**src/hdl/cau_pkg.sv**
```systemverilog
// Package for the complex arithmetic unit: opcodes, payload structs and
// pipeline sideband types. No dependencies.
package cau_pkg;

    localparam int unsigned DATA_W       = 16;
    localparam int unsigned FRAC_BITS_DF = 8;
    localparam int unsigned QUO_BITS     = 17;
    localparam int unsigned PROD_W       = 2 * DATA_W;

    typedef enum logic [2:0] {
        OP_ADD = 3'd0,
        OP_SUB = 3'd1,
        OP_MUL = 3'd2,
        OP_DIV = 3'd3,
        OP_EQ  = 3'd4,
        OP_NE  = 3'd5
    } op_t;

    typedef struct packed {
        logic [2:0]               req_type;
        logic signed [DATA_W-1:0] a_re;
        logic signed [DATA_W-1:0] a_im;
        logic signed [DATA_W-1:0] b_re;
        logic signed [DATA_W-1:0] b_im;
    } req_t;

    typedef struct packed {
        logic signed [DATA_W-1:0] res_re;
        logic signed [DATA_W-1:0] res_im;
        logic                     cmp_true;
        logic                     overflow;
        logic                     div_by_zero;
    } res_t;

    // travels beside the divider lanes
    typedef struct packed {
        res_t res;
        logic is_div;
        logic neg_re;
        logic neg_im;
        logic big_re;
        logic big_im;
    } side_t;

endpackage

```
**src/hdl/cau_div.sv**
```systemverilog
// Pipelined restoring divider, one quotient bit per stage, two lanes sharing
// one divisor, with sideband carried alongside. Depends on cau_pkg.
module cau_div #(
    parameter int unsigned NUM_W = cau_pkg::PROD_W + cau_pkg::FRAC_BITS_DF
) (
    input  logic                          aclk,
    input  logic                          aresetn,
    input  logic                          en,
    input  logic                          in_valid,
    input  cau_pkg::side_t                in_side,
    input  logic [NUM_W-1:0]              num_re,
    input  logic [NUM_W-1:0]              num_im,
    input  logic [cau_pkg::PROD_W-1:0]    den,
    output logic                          out_valid,
    output cau_pkg::side_t                out_side,
    output logic [cau_pkg::QUO_BITS-1:0]  quo_re,
    output logic [cau_pkg::QUO_BITS-1:0]  quo_im
);
    import cau_pkg::*;

    localparam int unsigned CMP_W = NUM_W + QUO_BITS + 1;

    logic                v_reg    [1:QUO_BITS];
    side_t               side_reg [1:QUO_BITS];
    logic [NUM_W-1:0]    rre_reg  [1:QUO_BITS];
    logic [NUM_W-1:0]    rim_reg  [1:QUO_BITS];
    logic [PROD_W-1:0]   den_reg  [1:QUO_BITS];
    logic [QUO_BITS-1:0] qre_reg  [1:QUO_BITS];
    logic [QUO_BITS-1:0] qim_reg  [1:QUO_BITS];

    for (genvar i = 0; i < QUO_BITS; i++) begin : g_stage
        localparam int unsigned K = QUO_BITS - 1 - i;
        logic                v_cur;
        side_t               side_cur;
        logic [NUM_W-1:0]    rre_cur, rim_cur;
        logic [PROD_W-1:0]   den_cur;
        logic [QUO_BITS-1:0] qre_cur, qim_cur;
        logic [CMP_W-1:0]    trial;
        logic                ge_re, ge_im;
        logic [NUM_W-1:0]    rre_next, rim_next;
        logic [QUO_BITS-1:0] qre_next, qim_next;

        if (i == 0) begin : g_first
            assign v_cur    = in_valid;
            assign side_cur = in_side;
            assign rre_cur  = num_re;
            assign rim_cur  = num_im;
            assign den_cur  = den;
            assign qre_cur  = '0;
            assign qim_cur  = '0;
        end else begin : g_rest
            assign v_cur    = v_reg[i];
            assign side_cur = side_reg[i];
            assign rre_cur  = rre_reg[i];
            assign rim_cur  = rim_reg[i];
            assign den_cur  = den_reg[i];
            assign qre_cur  = qre_reg[i];
            assign qim_cur  = qim_reg[i];
        end

        always_comb begin
            trial    = CMP_W'(den_cur) << K;
            ge_re    = CMP_W'(rre_cur) >= trial;
            ge_im    = CMP_W'(rim_cur) >= trial;
            rre_next = ge_re ? NUM_W'(CMP_W'(rre_cur) - trial) : rre_cur;
            rim_next = ge_im ? NUM_W'(CMP_W'(rim_cur) - trial) : rim_cur;
            qre_next = qre_cur;
            qim_next = qim_cur;
            qre_next[K] = ge_re;
            qim_next[K] = ge_im;
        end

        always_ff @(posedge aclk) begin
            if (!aresetn) begin
                v_reg[i+1] <= 1'b0;
            end else if (en) begin
                v_reg[i+1] <= v_cur;
            end
        end

        always_ff @(posedge aclk) begin
            if (en) begin
                side_reg[i+1] <= side_cur;
                den_reg[i+1]  <= den_cur;
                rre_reg[i+1]  <= rre_next;
                rim_reg[i+1]  <= rim_next;
                qre_reg[i+1]  <= qre_next;
                qim_reg[i+1]  <= qim_next;
            end
        end
    end

    assign out_valid = v_reg[QUO_BITS];
    assign out_side  = side_reg[QUO_BITS];
    assign quo_re    = qre_reg[QUO_BITS];
    assign quo_im    = qim_reg[QUO_BITS];

endmodule
```
**config.mk**
```make
export PLATFORM = sky130hd
export DESIGN_NAME = cau_div
export DESIGN_NICKNAME = d
export VERILOG_FILES = /design/src/hdl/cau_pkg.sv /design/src/hdl/cau_div.sv
export SDC_FILE = /design/constraint.sdc
export NUM_CORES = 2
export LEC_CHECK = 0
export ABC_AREA = 0
export BUFFER_PORTS_ARGS = -buffer_cell sky130_fd_sc_hd__buf_2
export CAP_MARGIN = 10
export CORE_UTILIZATION = 50
export DETAILED_ROUTE_END_ITERATION = 10
export PLACE_DENSITY = 0.63
export SLEW_MARGIN = 20
export SYNTH_ARGS = -nofsm -noshare
export SYNTH_HDL_FRONTEND = slang
export SYNTH_SLANG_ARGS = --single-unit
```
**constraint.sdc**
```tcl
create_clock -name aclk -period 4.9 [get_ports aclk]
set_input_delay 0.98 -clock aclk [delete_from_list [all_inputs] [get_ports aclk]]
set_output_delay 0.98 -clock aclk [all_outputs]
set_load 0.01 [all_outputs]
```
After elaboration in Yosys (flattened, before gate mapping)

Memory sizes are Yosys's and may differ from the RTL's.
Index checks and enable logic that the tools add are counted.
Widths: inputs -> output; s select.

Add/sub/neg operators: 34
Magnitude comparators: 34
Mux-type cells: 56
Bitwise gates (word level): 17

Operator list:

| cell            | number |
|---|---|
| $mux 40         | 34 |
| $sub 40x40->40  | 18 |
| $ge 40x48->1    | 2 |
| $ge 40x47->1    | 2 |
| $ge 40x46->1    | 2 |
| $ge 40x45->1    | 2 |
| $ge 40x44->1    | 2 |
| $ge 40x43->1    | 2 |
| $ge 40x42->1    | 2 |
| $ge 40x41->1    | 2 |
| $ge 40x32->1    | 2 |
| $ge 40x33->1    | 2 |
| $ge 40x34->1    | 2 |
| $ge 40x35->1    | 2 |
| $ge 40x36->1    | 2 |
| $ge 40x37->1    | 2 |
| $ge 40x38->1    | 2 |
| $ge 40x39->1    | 2 |
| $ge 40x40->1    | 2 |
| $sub 40x32->40  | 2 |
| $sub 40x33->40  | 2 |
| $sub 40x34->40  | 2 |
| $sub 40x35->40  | 2 |
| $sub 40x36->40  | 2 |
| other kinds (5) | 45 |

Register bits after elaboration: 0
Memory bits (writable): 3179
Input port bits: 156
Output and inout port bits: 75
Word-level logic and storage cells: 148
Memories: 7

Memories:

| name        | depth | width | rd ports | clocked after Yosys merged registers in | wr ports | line          | RTL |
|---|---|---|---|---|---|---|---|
| rim_reg     | 17    | 40    | 16       | 0                                       | 17       | cau_div.sv:26 | `logic [NUM_W-1:0] rim_reg [1:QUO_BITS];` |
| rre_reg     | 17    | 40    | 16       | 0                                       | 17       | cau_div.sv:25 | `logic [NUM_W-1:0] rre_reg [1:QUO_BITS];` |
| side_reg    | 17    | 40    | 17       | 0                                       | 17       | cau_div.sv:24 | `side_t side_reg [1:QUO_BITS];` |
| den_reg     | 17    | 32    | 16       | 0                                       | 17       | cau_div.sv:27 | `logic [PROD_W-1:0] den_reg [1:QUO_BITS];` |
| qim_reg     | 17    | 17    | 17       | 0                                       | 17       | cau_div.sv:29 | `logic [QUO_BITS-1:0] qim_reg [1:QUO_BITS];` |
| qre_reg     | 17    | 17    | 17       | 0                                       | 17       | cau_div.sv:28 | `logic [QUO_BITS-1:0] qre_reg [1:QUO_BITS];` |
| +1 memories | -     | -     | -        | -                                       | -        | -             |  |

Depth between registers and ports, before layout

Depth after elaboration: 4
Gate-level depth with buffers: 17
Depth with buffers taken out: 15

Worst setup path before layout

OpenSTA, ideal clock, no wires.

Path type: input -> register
Start point: in num_im[16]
End point: reg, netlist name rim_reg[0][73]
Setup time: 0.260 ns
Arrival: 3.944 ns
Required time: 4.640 ns
Setup slack: 0.697 ns
Stages: 14
Buffers on the path: 1
Cell sequence: inv_1 ha_1 fa_1 nor2b_1 o21a_1 o21ai_1 a2111o_1 nand4_1 nand3_1 o21ai_1 o31ai_1 a211oi_2 buf_2 mux2_2

RTL lines:

| item               | line          | RTL |
|---|---|---|
| start: declaration | cau_div.sv:12 | `input logic [NUM_W-1:0] num_im,` |

==> results by group <==
Outcome
  – Status: completed

Global routing
  – Global-route wire length before repair: between 500,000 and 600,000 um
  – Grt ovf: 0
  – Largest net degree at the start of global routing: 115
  – Antenna violations before repair: 11
  – GRT Total Usage: roughly a quarter
  – Number of global-route vias before repair: 94,800

Critical path
  – Data required, critical path: 5.54 ns
  – Crit-path cells: inv_1 > ha_1 > inv_1 > fa_1 > a211oi_1 > o21ai_1 > a211oi_1 > o31ai_1 > buf_4 > a221oi_1 > buf_4 > o211a_1 > o31ai_1 > nor3b_1 > o31ai_1 > nand3b_1 > xnor2_1
  – Top cell by count, worst path: o31ai_1
  – CP top delay family: compound AO/OA/AOI/OAI gates
  – Worst setup SP type: flop
  – Reg2Reg Depth: 17
  – CP endpoint kind: flop
  – WP data arrival: ~5.2 ns
  – Worst flop-to-flop path startpoint: rim_reg[3][82]$_DFFE_PP_
  – Worst Path Buf+Inv: 4
  – Worst stage delay on the critical path: just over 0.5 ns
  – Flop2flop setup slack: ~0.3 ns
  – CP Class: flop to flop
  – Max FO, Critical Path: 4
  – Reg-to-reg endpoint: rim_reg[3][154]$_DFFE_PP_
  – Crit path max-delay cell type: a211oi_1

Synth
  – Post-synth top area cell: edfxtp_1
  – Post-synthesis sequential area ratio: between 50 and 60%
  – Post-synth ARST share: 0%
  – Syn_area_per_cell: around 12 um^2
  – Yosys reg bits: approximately 2,800
  – Synth Area in Compound Gates: about 14%
  – Post-Synth Simple-Gate Area: under 10%
  – Largest family of logic cells by synthesized area: compound AO/OA/AOI/OAI gates
  – Post-Synth XOR/XNOR Area: just over 5%
  – Mapped Cells: 11,900
  – Top cells by area, synth: edfxtp_1 (58%), ha_1 (8.7%), a21oi_1 (3.0%)
  – Synth Flop Type: edfxtp_1
  – Cell Area, Synth: about 150,000 um^2
  – Post-synth top area share: a little under 60%
  – Post-synthesis mux area share: under 10%
  – Synth warn: 0
  – Library cells used by synthesis: between 100 and 150
  – Syn Nets: approximately 13,000
  – Adder-cell area share of the yosys netlist: a little under a tenth
  – Post-synth EDFFs: about 2,800

Job
  – Max Cap Viol: 0

Clocking
  – Clk root buf: clkbuf_16
  – Clock buffer depth: 4
  – Setup Fix Bufs, Post-CTS: 0
  – Clock Sinks: approximately 2,800
  – H-tree levels: 5
  – CTS hold repair buffers: 0
  – Cts bufs inserted: just over 300
  – Clk pin slew, worst setup/hold paths: 0.06 ns
  – CTS tree: built
  – Worst skew pair latency: around 0.9 ns
  – CTS resizes: 0

Drt
  – DR iter-0 viols: ~7,500
  – Vias per cell: between 5 and 6
  – Antenna violation net count after detailed routing: 0
  – Routed length per instance: ~24 um
  – Vias: between 90,000 and 100k
  – Residual DRC: 0
  – First-pass DRT Iterations: 8
  – Total Wirelength: between 300,000 and 400,000 um

Final layout
  – Area Overhead vs Synth: 12.2%
  – Layout cells sized above 1: 8.31%
  – Commonest non-fill, non-tap cell in the layout: edfxtp_1
  – Largest register FFs: about 700
  – Nets: around 14,000
  – Most frequent cells in the layout: edfxtp_1 (2,795), ha_1 (1,016), nand2_1 (943), a21oi_1 (868), inv_1 (751)
  – Filler cells: around 24,000

Timing
  – Clk_skew: 0.0699 ns
  – Rel. slew slack: between 20% and 30%
  – Peak Freq: 217 MHz
  – Final setup vio count: 0
  – Final Max Tran Viols: 0
  – Final Hold Vio Count: 0
  – Worst-Margin Slew: around 1.2 ns
  – Fin crit share: approximately 94%
  – Unrepaired setup endpoints after global routing: false
  – Minimum clock period: approximately 4.6 ns
  – Fin Setup TNS: 0 ns

Placed design
  – Post-DP HPWL: 307,000 um
  – I/O Buffers: 230
  – Global placement routability congestion: between 0.9 and 1

Hold path
  – Hold Crit Class: primary input to flop
  – Hold_sp: in_side[39]
  – Hold Path Depth: 1
  – Min-Delay Endpoint: side_reg[0][79]$_DFFE_PP_

Floorplan
  – Top-Level Pins: 231
  – Die height: between 500 and 600 um
  – Core Area: between 200,000 and 300,000 um^2
  – Chip width: 542 um
  – Initial core utilization: around half
  – Row cnt: 197
  – Die Area: between 200,000 and 300,000 um^2

Power
  – Overall power: slightly above 80 mW
  – Worst VDD drop: 0.394 mV
  – P_leak: 64.5 nW
  – Ratio of total power to cell area: 507 nW/um^2
[layer usage]
layer	share of wire [%]	up-vias	global-route usage [%]
li1	-	45900	-
met1	41	46600	32.8
met2	50	2662	46.4
met3	4.7	647	2.88
met4	3.7	0	9.46
met5	0	-	0
[layout make-up]
cell class              instances  area [um^2]  share of cell area (%)
clock inverters               194         2270                    1.39
clock buffers                 357         7830                    4.79
repair buffers                466         3580                    2.19
diodes                          5         12.5                 0.00766
inverters                     771         2890                    1.77
flip-flops and latches       2795        83900                    51.4
well taps                    3880         4850                    2.97
multi-input cells            8119        58000                    35.5
[synthesized netlist by cell type (33+ instances only)]
cell type / number
edfxtp_1: 2795
ha_1: 1016
nand2_1: 943
a21oi_1: 871
inv_1: 751
o21ai_1: 593
nor2_1: 531
a21o_1: 529
xnor2_1: 491
xor2_1: 362
o21ai_0: 323
mux2_1: 292
clkbuf_1: 199
nand3_1: 178
nand4_1: 153
nor3_1: 152
nand2b_1: 148
o21a_1: 136
nor2b_1: 128
o21bai_1: 120
and3_1: 91
a31oi_1: 90
a211oi_1: 78
nor4_1: 69
o31ai_1: 58
or3_1: 47
o211ai_1: 41
buf_2: 38
and2_1: 37
a211o_1: 36
mux2_2: 35
mux2i_1: 33
[where the power goes]
part	internal, mW	switching [mW]	leakage [nW]
Sequential	31.2	2.43	27.3
Clock	13.4	9.73	4.87
Combinational	10.5	15.5	32.3
[how the worst max path moves through the flow]
stage	endpoint	depth (start not counted)	slack, ns	start
after floorplan	rim_reg[0][73]$_DFFE_PP_	14	0.70	num_im[16]
after global placement	rre_reg[0][679]$_DFFE_PP_	16	0.15	rre_reg[0][601]$_DFFE_PP_
after detailed placement	rre_reg[0][679]$_DFFE_PP_	16	0.29	rre_reg[0][601]$_DFFE_PP_
after CTS	rre_reg[0][679]$_DFFE_PP_	16	0.22	rre_reg[0][601]$_DFFE_PP_
after global routing	rim_reg[3][158]$_DFFE_PP_	17	0.006	rim_reg[3][82]$_DFFE_PP_
final	rim_reg[3][154]$_DFFE_PP_	17	0.30	rim_reg[3][82]$_DFFE_PP_
[logic make-up (layout without fill, tap and decap cells)]
| kind of cell | Yosys count | after routing |
|---|---|---|
| mux | 360 | 360 |
| xor+xnor | 853 | 853 |
| compound gates | 3205 | 3205 |
| fa+ha+maj | 1048 | 1048 |
| flops | 2795 | 2795 |
| buf+inv | 1030 | 1788 |
| other cells | 0 | 5 |
| simple gates | 2653 | 2653 |
[metrics by stage]
stage / setup slack, ns / util [%] / hold WS, ns / instances / cell area [um^2]
after floorplan: 0.697 / - / 0.400 / 11900 / 146000
after global placement: 0.152 / 53.0 / 0.400 / 16000 / 153000
after detailed placement: 0.295 / 53.0 / 0.405 / 16000 / 153000
after CTS: 0.217 / 56.5 / 0.168 / 16600 / 163000
after global routing: 0.00597 / 56.5 / 0.192 / 16600 / 163000
final: 0.299 / 56.5 / 0.225 / 16600 / 163000
Power figures use the tool's default switching activity.
